**config.mk**
```make
export PLATFORM = sky130hd
export DESIGN_NAME = mirror_padded_moving_average
export DESIGN_NICKNAME = d
export VERILOG_FILES = /design/src/rtl/core/mpma_pkg.sv /design/src/rtl/core/mpma_datapath.sv /design/src/rtl/core/mpma_ctrl.sv /design/src/rtl/core/mirror_padded_moving_average.sv
export SDC_FILE = /design/constraint.sdc
export NUM_CORES = 2
export LEC_CHECK = 0
export ABC_CLOCK_PERIOD_IN_PS = 7500
export BUFFER_PORTS_ARGS = -buffer_cell sky130_fd_sc_hd__buf_4
export CORE_ASPECT_RATIO = 2
export CORE_UTILIZATION = 57
export DETAILED_ROUTE_END_ITERATION = 7
export GPL_TIMING_DRIVEN = 0
export PLACE_DENSITY_LB_ADDON = 0.1
export SYNTH_ARGS = -nofsm -noshare
export SYNTH_HDL_FRONTEND = slang
export SYNTH_HIERARCHICAL = 1
export SYNTH_SLANG_ARGS = --single-unit
```
**constraint.sdc**
```tcl
create_clock -name i_clk -period 7.5 [get_ports i_clk]
set_input_delay 0 -clock i_clk [delete_from_list [all_inputs] [get_ports i_clk]]
set_output_delay 0 -clock i_clk [all_outputs]
set_load 0.01 [all_outputs]
```
**src/rtl/core/mpma_pkg.sv**
```systemverilog
// Package for the mirror padded moving average block.
// Shared constants, controller/datapath command and status structs.
`timescale 1ns / 1ps
`default_nettype none
package mpma_pkg;
    localparam int MAX_HALF_WINDOW = 31;
    localparam int SAMPLE_BITS     = 16;

    localparam logic [1:0] ST_OK    = 2'd0;
    localparam logic [1:0] ST_WIDE  = 2'd1;
    localparam logic [1:0] ST_SHORT = 2'd2;

    localparam logic CFG_WINDOW_LEN = 1'b0;
    localparam logic CFG_PAD_WIDTH  = 1'b1;

    // controller -> datapath
    typedef struct packed {
        logic store;      // write sample into ring, advance pointer
        logic clr_acc;    // start a new window sum
        logic acc;        // add one tap (read data valid)
        logic div_start;  // begin the division
    } t_cmd;

    // datapath -> controller
    typedef struct packed {
        logic div_done;
    } t_sts;
endpackage
`default_nettype wire

```
**src/rtl/core/mpma_datapath.sv**
```systemverilog
// Datapath: sample ring memory, tap accumulator and restoring divider.
// Depends on mpma_pkg.
`timescale 1ns / 1ps
`default_nettype none
module mpma_datapath #(
    parameter int HALF_MAX = mpma_pkg::MAX_HALF_WINDOW,
    parameter int SBITS    = mpma_pkg::SAMPLE_BITS,
    localparam int DEPTH   = 2 * HALF_MAX + 1,
    localparam int AW      = $clog2(DEPTH),
    localparam int ABITS   = SBITS + AW + 1
) (
    input  wire logic               i_clk,
    input  wire logic               i_rst_n,
    input  wire mpma_pkg::t_cmd     i_cmd,
    output mpma_pkg::t_sts          o_sts,
    input  wire logic [SBITS-1:0]   i_wdata,
    input  wire logic [AW-1:0]      i_waddr,
    input  wire logic [AW-1:0]      i_raddr,
    input  wire logic [5:0]         i_divisor,
    output logic [SBITS-1:0]        o_quot
);
    logic [SBITS-1:0] r_mem [DEPTH];
    logic [SBITS-1:0] r_rdata;
    logic signed [ABITS-1:0] r_acc;
    logic [ABITS-1:0] r_rem, r_q;
    logic [ABITS:0]   r_part;
    logic [$clog2(ABITS+1)-1:0] r_cnt;
    logic r_busy, r_neg, r_done;
    logic [ABITS:0] n_part;

    always_ff @(posedge i_clk) begin
        if (i_cmd.store) r_mem[i_waddr] <= i_wdata;
        r_rdata <= r_mem[i_raddr];
    end

    always_ff @(posedge i_clk) begin
        if (i_cmd.clr_acc) r_acc <= '0;
        else if (i_cmd.acc)
            r_acc <= r_acc + ABITS'($signed(r_rdata));
    end

    // restoring division of |sum| by k, one quotient bit per cycle
    assign n_part = {r_part[ABITS-1:0], r_rem[ABITS-1]};
    always_ff @(posedge i_clk) begin
        if (!i_rst_n) begin
            r_busy <= 1'b0;
            r_done <= 1'b0;
        end else begin
            r_done <= 1'b0;
            if (i_cmd.div_start) begin
                r_busy <= 1'b1;
                r_neg  <= r_acc[ABITS-1];
                r_rem  <= r_acc[ABITS-1] ? ABITS'(-r_acc) : ABITS'(r_acc);
                r_part <= '0;
                r_q    <= '0;
                r_cnt  <= '0;
            end else if (r_busy) begin
                r_rem <= {r_rem[ABITS-2:0], 1'b0};
                if (n_part >= (ABITS+1)'(i_divisor)) begin
                    r_part <= n_part - (ABITS+1)'(i_divisor);
                    r_q    <= {r_q[ABITS-2:0], 1'b1};
                end else begin
                    r_part <= n_part;
                    r_q    <= {r_q[ABITS-2:0], 1'b0};
                end
                r_cnt <= r_cnt + 1'b1;
                if (r_cnt == ($clog2(ABITS+1))'(ABITS-1)) begin
                    r_busy <= 1'b0;
                    r_done <= 1'b1;
                end
            end
        end
    end

    assign o_quot = r_neg ? SBITS'(-r_q) : SBITS'(r_q);
    assign o_sts.div_done = r_done;
endmodule
`default_nettype wire

```
**src/rtl/core/mpma_ctrl.sv**
```systemverilog
// Controller: block bookkeeping, tap address sequencing, result handshake.
// Depends on mpma_pkg.
`timescale 1ns / 1ps
`default_nettype none
module mpma_ctrl #(
    parameter int HALF_MAX = mpma_pkg::MAX_HALF_WINDOW,
    parameter int SBITS    = mpma_pkg::SAMPLE_BITS,
    localparam int DEPTH   = 2 * HALF_MAX + 1,
    localparam int AW      = $clog2(DEPTH),
    localparam int JW      = $clog2(DEPTH + 1),
    localparam int DW      = JW + 2
) (
    input  wire logic             i_clk,
    input  wire logic             i_rst_n,
    input  wire logic             i_valid,
    output logic                  o_stall,
    input  wire logic [SBITS-1:0] i_sample,
    input  wire logic             i_last_sample,
    output logic                  o_valid,
    input  wire logic             i_stall,
    output logic [SBITS-1:0]      o_mean,
    output logic                  o_out_last,
    output logic [1:0]            o_status,
    input  wire logic [5:0]       i_window_len,
    input  wire logic [4:0]       i_pad_width,
    output mpma_pkg::t_cmd        o_cmd,
    input  wire mpma_pkg::t_sts   i_sts,
    output logic [SBITS-1:0]      o_wdata,
    output logic [AW-1:0]         o_waddr,
    output logic [AW-1:0]         o_raddr,
    output logic [5:0]            o_divisor,
    input  wire logic [SBITS-1:0] i_quot
);
    typedef enum logic [4:0] {
        S_IDLE = 5'b00001,
        S_SUM  = 5'b00010,
        S_DIV  = 5'b00100,
        S_OUT  = 5'b01000,
        S_NEXT = 5'b10000
    } t_state;

    t_state r_state, n_state;
    logic [AW-1:0] r_ptr, r_newest;
    logic [JW-1:0] r_seen, r_j;
    logic [5:0]    r_k;
    logic [4:0]    r_q;
    logic [5:0]    r_c;        // position offset being worked
    logic [6:0]    r_t;        // tap index 0..2q
    logic          r_rd_pend;  // read issued last cycle
    logic          r_flush;
    logic          r_ov;
    logic [SBITS-1:0] r_mean;
    logic          r_olast;
    logic [1:0]    r_ostat;

    logic [5:0] k_eff;
    logic [4:0] q_now;
    logic       too_wide;
    logic       go_sum;
    logic signed [DW-1:0] d;
    logic [DW-1:0] b;
    logic [AW:0] rsum;
    logic issue;

    assign k_eff    = (i_window_len == 6'd0) ? 6'd1 : i_window_len;
    assign q_now    = 5'((k_eff - 6'd1) >> 1);
    assign too_wide = (q_now > i_pad_width) || (32'(q_now) > HALF_MAX);
    // accepted sample starts a window sum
    assign go_sum   = !too_wide && (i_last_sample ? (32'(r_seen) + 1 >= 32'(q_now))
                                                  : (32'(r_seen) >= 32'(q_now)));

    // mirrored distance back from newest sample for tap r_t
    always_comb begin
        d = DW'(signed'({1'b0, r_c})) - DW'(signed'({1'b0, r_t})) + DW'(signed'({1'b0, r_q}));
        if (d < 0) d = -d - DW'(1);
        else if (d > DW'(signed'({1'b0, r_j}))) d = DW'(2) * DW'(signed'({1'b0, r_j})) - d + DW'(1);
        b = d;
        rsum = {1'b0, r_newest} + AW'(DEPTH) - (AW+1)'(b);
        if (rsum >= (AW+1)'(DEPTH)) rsum = rsum - (AW+1)'(DEPTH);
    end

    assign issue    = (r_state == S_SUM) && (r_t <= {r_q, 1'b0});
    assign o_raddr  = rsum[AW-1:0];
    assign o_wdata  = i_sample;
    assign o_waddr  = r_ptr;
    assign o_divisor = r_k;
    assign o_stall  = (r_state != S_IDLE) || r_ov;
    assign o_valid  = r_ov;
    assign o_mean   = r_mean;
    assign o_out_last = r_olast;
    assign o_status = r_ostat;

    always_comb begin
        o_cmd.store     = (r_state == S_IDLE) && i_valid && !r_ov;
        o_cmd.clr_acc   = (r_state == S_IDLE) || (r_state == S_NEXT);
        o_cmd.acc       = r_rd_pend;
        o_cmd.div_start = (r_state == S_SUM) && !issue && !r_rd_pend;
    end

    always_comb begin
        n_state = r_state;
        case (r_state)
            S_IDLE: if (o_cmd.store && go_sum) n_state = S_SUM;
            S_SUM:  if (o_cmd.div_start) n_state = S_DIV;
            S_DIV:  if (i_sts.div_done) n_state = S_OUT;
            S_OUT:  if (!r_ov) n_state = (r_flush && r_c != 6'd0) ? S_NEXT : S_IDLE;
            S_NEXT: n_state = S_SUM;
            default: n_state = S_IDLE;
        endcase
    end

    always_ff @(posedge i_clk) begin
        if (!i_rst_n) begin
            r_state <= S_IDLE;
            r_ptr <= '0;
            r_seen <= '0;
            r_ov <= 1'b0;
            r_rd_pend <= 1'b0;
        end else begin
            r_state <= n_state;
            r_rd_pend <= issue;
            if (issue) r_t <= r_t + 7'd1;
            if (r_ov && !i_stall) r_ov <= 1'b0;
            if (o_cmd.store) begin
                r_newest <= r_ptr;
                r_ptr <= (32'(r_ptr) == DEPTH - 1) ? '0 : r_ptr + AW'(1);
                r_j <= r_seen;
                r_k <= k_eff;
                r_q <= q_now;
                r_t <= '0;
                r_flush <= i_last_sample;
                if (i_last_sample) r_seen <= '0;
                else if (32'(r_seen) < DEPTH) r_seen <= r_seen + JW'(1);
                if (i_last_sample && too_wide) begin
                    r_ov <= 1'b1; r_mean <= '0; r_olast <= 1'b1;
                    r_ostat <= mpma_pkg::ST_WIDE;
                end else if (i_last_sample && (32'(r_seen) + 1 < 32'(q_now))) begin
                    r_ov <= 1'b1; r_mean <= '0; r_olast <= 1'b1;
                    r_ostat <= mpma_pkg::ST_SHORT;
                end else if (i_last_sample) begin
                    r_c <= (32'(r_seen) < 32'(q_now)) ? 6'(r_seen) : 6'(q_now);
                end else if (!too_wide && 32'(r_seen) >= 32'(q_now)) begin
                    r_c <= 6'(q_now);
                end
            end
            if (r_state == S_DIV && i_sts.div_done) begin
                r_ov <= 1'b1;
                r_mean <= i_quot;
                r_olast <= r_flush && (r_c == 6'd0);
                r_ostat <= mpma_pkg::ST_OK;
            end
            if (r_state == S_NEXT) begin
                r_c <= r_c - 6'd1;
                r_t <= '0;
            end
        end
    end
endmodule
`default_nettype wire

```
**src/rtl/core/mirror_padded_moving_average.sv**
```systemverilog
// Top level of the mirror padded moving average block.
// Depends on mpma_pkg, mpma_ctrl and mpma_datapath.
// Channel   | Direction | Handshake        | Payload
// input     | in        | valid / stall    | sample, last_sample
// result    | out       | valid / stall    | mean, out_last, status
// config    | in        | valid / ready    | index, data
// One transaction per sample. Each average runs the tap sum (2q+1 ring reads,
// each accumulated, then one divider start), SAMPLE_BITS+AW+1 divider steps
// and the output handoff. A sample with no average is only stored, and a
// status-only result goes straight to the output handoff.
// Reset is synchronous, active low, and clears control state only; ring is
// undefined until written. Input stalls while a result is in flight or waits.
`timescale 1ns / 1ps
`default_nettype none
module mirror_padded_moving_average #(
    parameter int MAX_HALF_WINDOW = mpma_pkg::MAX_HALF_WINDOW,
    parameter int SAMPLE_BITS     = mpma_pkg::SAMPLE_BITS
) (
    input  wire logic                   i_clk,
    input  wire logic                   i_rst_n,
    input  wire logic                   i_valid,
    output logic                        o_stall,
    input  wire logic [SAMPLE_BITS-1:0] i_sample,
    input  wire logic                   i_last_sample,
    output logic                        o_valid,
    input  wire logic                   i_stall,
    output logic [SAMPLE_BITS-1:0]      o_mean,
    output logic                        o_out_last,
    output logic [1:0]                  o_status,
    input  wire logic                   i_cfg_valid,
    output logic                        o_cfg_ready,
    input  wire logic                   i_cfg_index,
    input  wire logic [5:0]             i_cfg_data
);
    localparam int DEPTH = 2 * MAX_HALF_WINDOW + 1;
    localparam int AW    = $clog2(DEPTH);

    logic [5:0] r_window_len;
    logic [4:0] r_pad_width;
    mpma_pkg::t_cmd cmd;
    mpma_pkg::t_sts sts;
    logic [SAMPLE_BITS-1:0] wdata, quot;
    logic [AW-1:0] waddr, raddr;
    logic [5:0] divisor;

    assign o_cfg_ready = 1'b1;

    always_ff @(posedge i_clk) begin
        if (!i_rst_n) begin
            r_window_len <= 6'd3;
            r_pad_width  <= 5'd1;
        end else if (i_cfg_valid) begin
            case (i_cfg_index)
                mpma_pkg::CFG_WINDOW_LEN: r_window_len <= i_cfg_data;
                mpma_pkg::CFG_PAD_WIDTH:  r_pad_width  <= i_cfg_data[4:0];
                default: ;
            endcase
        end
    end

    mpma_ctrl #(.HALF_MAX(MAX_HALF_WINDOW), .SBITS(SAMPLE_BITS)) u_ctrl (
        .i_clk, .i_rst_n, .i_valid, .o_stall, .i_sample, .i_last_sample,
        .o_valid, .i_stall, .o_mean, .o_out_last, .o_status,
        .i_window_len(r_window_len), .i_pad_width(r_pad_width),
        .o_cmd(cmd), .i_sts(sts), .o_wdata(wdata), .o_waddr(waddr),
        .o_raddr(raddr), .o_divisor(divisor), .i_quot(quot)
    );

    mpma_datapath #(.HALF_MAX(MAX_HALF_WINDOW), .SBITS(SAMPLE_BITS)) u_dp (
        .i_clk, .i_rst_n, .i_cmd(cmd), .o_sts(sts), .i_wdata(wdata),
        .i_waddr(waddr), .i_raddr(raddr), .i_divisor(divisor), .o_quot(quot)
    );
endmodule
`default_nettype wire
```
==> impl_metrics.xml <==
<?xml version="1.0" encoding="UTF-8"?>
<metrics>
  <group name="floorplan">
    <metric name="die-width" unit="um">212.9</metric>
    <metric name="ioPinCount" unit="">51</metric>
    <metric name="rows" unit="">154</metric>
    <metric name="die_area" unit="mm^2">0.09021</metric>
    <metric name="core_region_area" unit="mm^2">0.08806</metric>
    <metric name="dieHeight" unit="um">423.8</metric>
    <metric name="initial_utilization" unit="">0.5757</metric>
  </group>
  <group name="worst_setup_path">
    <metric name="crit_slowest_cell" unit="">sky130_fd_sc_hd__fa_1</metric>
    <metric name="worst-r2r-cell-count" unit="">32</metric>
    <metric name="required" unit="ns">8.09</metric>
    <metric name="r2r_end" unit="">u_dp/r_rdata[9]</metric>
    <metric name="rrSetupSlack" unit="ns">0.18</metric>
    <metric name="worstSetupStartpointType" unit="">flip-flop</metric>
    <metric name="path_max_fanout" unit="">7</metric>
    <metric name="worstPathArrival" unit="ns">7.91</metric>
    <metric name="critical_path.endpoint_type" unit="">flip-flop</metric>
    <metric name="critPathKind" unit="">reg2reg</metric>
    <metric name="critical_path.reg2reg.startpoint" unit="">u_ctrl/r_c[3]</metric>
    <metric name="critical-path-max-stage-delay" unit="ns">0.53</metric>
  </group>
  <group name="place">
    <metric name="gpl.final_weighted_congestion" unit="">0.8729</metric>
    <metric name="buffer_ports.inserted" unit="">33</metric>
    <metric name="post-dp-hpwl" unit="mm">91.58</metric>
    <metric name="numPlacedInstances" unit="">4124</metric>
    <metric name="detailed_place.area" unit="mm^2">0.05360</metric>
  </group>
  <group name="clock_network">
    <metric name="worst_setup_hold_path_clk_slew" unit="ns">0.07</metric>
    <metric name="ctsHtreeMaxLevel" unit="">3</metric>
    <metric name="worst_skew_pair.late_latency" unit="ns">0.72</metric>
    <metric name="cts_made_buffers" unit="">100</metric>
    <metric name="root_buffer" unit="">sky130_fd_sc_hd__clkbuf_16</metric>
    <metric name="clock_tree_from_tritoncts" unit="">done</metric>
    <metric name="cts_num_sinks" unit="">1203</metric>
    <metric name="clockBufferDepth" unit="">3</metric>
  </group>
  <group name="timing">
    <metric name="skew" unit="ns">0.02175</metric>
    <metric name="timing.final.crit_share" unit="">0.9762</metric>
    <metric name="fmaxAchievable" unit="MHz">136.6</metric>
    <metric name="slew_viol_final" unit="">0</metric>
    <metric name="tightest_slew" unit="ns">0.9633</metric>
    <metric name="worst_slew_margin_rel" unit="">0.3412</metric>
    <metric name="setup_viol" unit="">0</metric>
    <metric name="final_period_minus_worst_setup_slack" unit="ns">7.321</metric>
    <metric name="timing.final.hold_violations" unit="">0</metric>
  </group>
  <group name="detailed_routing">
    <metric name="drc_errors" unit="">0</metric>
    <metric name="post_drt_via_cell_ratio" unit="">6.350</metric>
    <metric name="wl_per_cell" unit="um">30.25</metric>
    <metric name="drt_iter0_drc" unit="">2495</metric>
    <metric name="detailroute.via_count" unit="">27800</metric>
    <metric name="detail_route.first_pass.iterations" unit="">5</metric>
    <metric name="antenna_left" unit="">0</metric>
    <metric name="wirelength" unit="mm">132.4</metric>
  </group>
  <group name="synth">
    <metric name="synth-edff-count" unit="">1132</metric>
    <metric name="synthesis.area_per_instance" unit="um^2">17.73</metric>
    <metric name="netlist-cell-type-count" unit="">87</metric>
    <metric name="synth-seq-cells" unit="">1203</metric>
    <metric name="primary_flip_flop_cell_chosen_by_synthesis_mapping" unit="">sky130_fd_sc_hd__edfxtp_1</metric>
    <metric name="seq_area_frac_synth" unit="">0.6985</metric>
    <metric name="post_synth_inst_count" unit="">2859</metric>
    <metric name="syn_nets" unit="">2987</metric>
    <metric name="async_reset_ff_frac" unit="">0</metric>
    <metric name="synth.cell_area" unit="mm^2">0.05070</metric>
    <metric name="yosysWarnings" unit="">6</metric>
  </group>
  <group name="final_layout">
    <metric name="num-nets-final" unit="">3258</metric>
    <metric name="final-instance-count-excl-fill" unit="">4377</metric>
    <metric name="num_antenna_cells" unit="">0</metric>
    <metric name="layout.cell_area.non_filler" unit="mm^2">0.05863</metric>
    <metric name="util_after_layout" unit="">0.6658</metric>
    <metric name="area.growth.synth_to_final" unit="%">15.64</metric>
    <metric name="drive_above_1_share" unit="">0.2582</metric>
  </group>
  <group name="global_route">
    <metric name="grt_use_total" unit="">0.3007</metric>
    <metric name="grt_antenna_before_repair" unit="">0</metric>
    <metric name="grt_start_max_net_pins" unit="">69</metric>
    <metric name="grt_pass1_vias" unit="">29110</metric>
    <metric name="globalRoute.totalOverflow" unit="">0</metric>
    <metric name="wire_length_of_the_first_global_routing_pass" unit="mm">189.9</metric>
  </group>
  <group name="run">
    <metric name="drv_cap" unit="">0</metric>
  </group>
  <group name="min_path">
    <metric name="worst_hold_end" unit="">u_ctrl/o_waddr[0]</metric>
    <metric name="min_path_type" unit="">in2reg</metric>
    <metric name="worst_hold_startpoint" unit="">i_valid</metric>
    <metric name="hold-path-cell-count" unit="">4</metric>
  </group>
  <group name="outcome">
    <metric name="status" unit="">completed</metric>
  </group>
</metrics>
placed cells by master, fill, tap and decap left out, drive strengths merged, types with 25 or more instances in the layout:
cell / synthesis / final
dlygate4sd3: 0 / 44
dfxtp: 71 / 71
clkbuf: 87 / 196
nor3: 26 / 26
xnor2: 53 / 53
o22ai: 33 / 33
nand2b: 25 / 25
buf: 64 / 191
edfxtp: 1132 / 1132
xor2: 35 / 35
a21oi: 77 / 77
and3: 27 / 27
mux4: 304 / 304
ha: 90 / 90
clkinv: 1 / 40
mux2i: 39 / 39
nand2: 106 / 106
nand3: 34 / 34
nor2b: 39 / 39
o21ai: 70 / 70
nor2: 197 / 197
inv: 86 / 92
routing by layer:
metal / share of wire / wire (um) / global-route usage / vias to the layer above
li1: - / - / - / 11940
met1: 0.31 / 40980 / 0.3016 / 14350
met2: 0.56 / 74510 / 0.5638 / 1155
met3: 0.052 / 6827 / 0.04056 / 356
met4: 0.076 / 10120 / 0.2036 / 0
met5: 0 / 0 / 0 / -
flip-flops by register name, summed over array words and instances (netlist names), 7 cells and up:
signal         count
u_dp/r_acc        23
u_dp/r_part       23
u_ctrl/r_t         7
u_dp/r_q          16
u_dp/r_rdata      16
u_ctrl/o_mean     16
u_dp/r_mem      1008
u_dp/r_rem        23
critical path: cells and delay by family, from the launching register on:
kind,cells,cell delay (ns)
fa+ha+maj,5,1.78
simple gates,6,0.97
buf+inv,7,0.98
xor+xnor,3,0.50
compound gates,9,1.56
flops,1,0.38
mux,2,1.00
cells by family after synthesis:
logic type,count (synthesis),synth area share
other cells,1,0.00007397
fa+ha+maj,99,0.02576
simple gates,562,0.05568
mux,352,0.1448
flops,1203,0.6985
compound gates,316,0.04018
xor+xnor,88,0.01520
buf+inv,238,0.01977
how the worst max path moves through the flow:
stage                             start                to  slack (ns)  depth (start not counted)
after detailed placement  u_ctrl/r_t[1]  u_dp/r_rdata[13]       -2.16                         31
after floorplan           u_ctrl/r_t[1]  u_dp/r_rdata[11]        0.28                         31
after CTS                 u_ctrl/r_c[3]  u_dp/r_rdata[13]       -0.01                         29
after global placement    u_ctrl/r_t[1]   u_dp/r_rdata[4]       -2.36                         31
final                     u_ctrl/r_c[3]   u_dp/r_rdata[9]        0.18                         32
after global routing      u_ctrl/r_t[1]  u_dp/r_rdata[14]       -0.06                         31
synth_stat cells (25+ instances only):
library cell,number,share of area
sky130_fd_sc_hd__nand2_1,106,0.0078
sky130_fd_sc_hd__and3_1,27,0.0033
sky130_fd_sc_hd__a21oi_1,76,0.0075
sky130_fd_sc_hd__nor2_1,197,0.015
sky130_fd_sc_hd__inv_1,86,0.0064
sky130_fd_sc_hd__o21ai_0,65,0.0064
sky130_fd_sc_hd__nand2b_1,25,0.0031
sky130_fd_sc_hd__nor2b_1,39,0.0048
sky130_fd_sc_hd__nor3_1,25,0.0025
sky130_fd_sc_hd__mux2i_1,39,0.0077
sky130_fd_sc_hd__xnor2_1,53,0.0092
sky130_fd_sc_hd__mux4_2,304,0.14
sky130_fd_sc_hd__ha_1,90,0.022
sky130_fd_sc_hd__o22ai_1,33,0.0041
sky130_fd_sc_hd__clkbuf_1,86,0.0064
sky130_fd_sc_hd__xor2_1,35,0.0060
sky130_fd_sc_hd__dfxtp_1,71,0.028
sky130_fd_sc_hd__buf_1,36,0.0027
sky130_fd_sc_hd__edfxtp_1,1132,0.67
sky130_fd_sc_hd__nand3_1,34,0.0034
layout make-up:
cell class	instances	area, um^2
sequential	1203	35410
fill	5843	29430
multi-input combinational	1418	14840
clock buffer	112	2587
timing repair buffer	170	2012
tap	1170	1464
buffer	150	1255
clock inverter	67	729.5
inverter	87	326.6
stage by stage:
stage / hold slack, ns / setup TNS (ns) / worst slack [ns]
detailed placement: 0.1971 / -32.14 / -2.160
floorplan: 0.09887 / 0 / 0.2753
CTS: 0.02007 / -0.01721 / -0.009976
global placement: 0.1982 / -34.07 / -2.356
finish: 0.09164 / 0 / 0.1789
global route: 0.1542 / -0.5788 / -0.06297
what timing repair did:
item | in CTS | in global routing
setup buffers | 8 | 19
cloned | 0 | 5
pin swaps | 5 | 29
gates resized for setup | 252 | 94
hold endpoints to repair | 1040 | 0
hold buffers | 44 | 0
endpoints found under the setup margin | 16 | 16
Power is not shown: default switching activity piles up to over one toggle a cycle in this logic, so the estimate is an artifact.
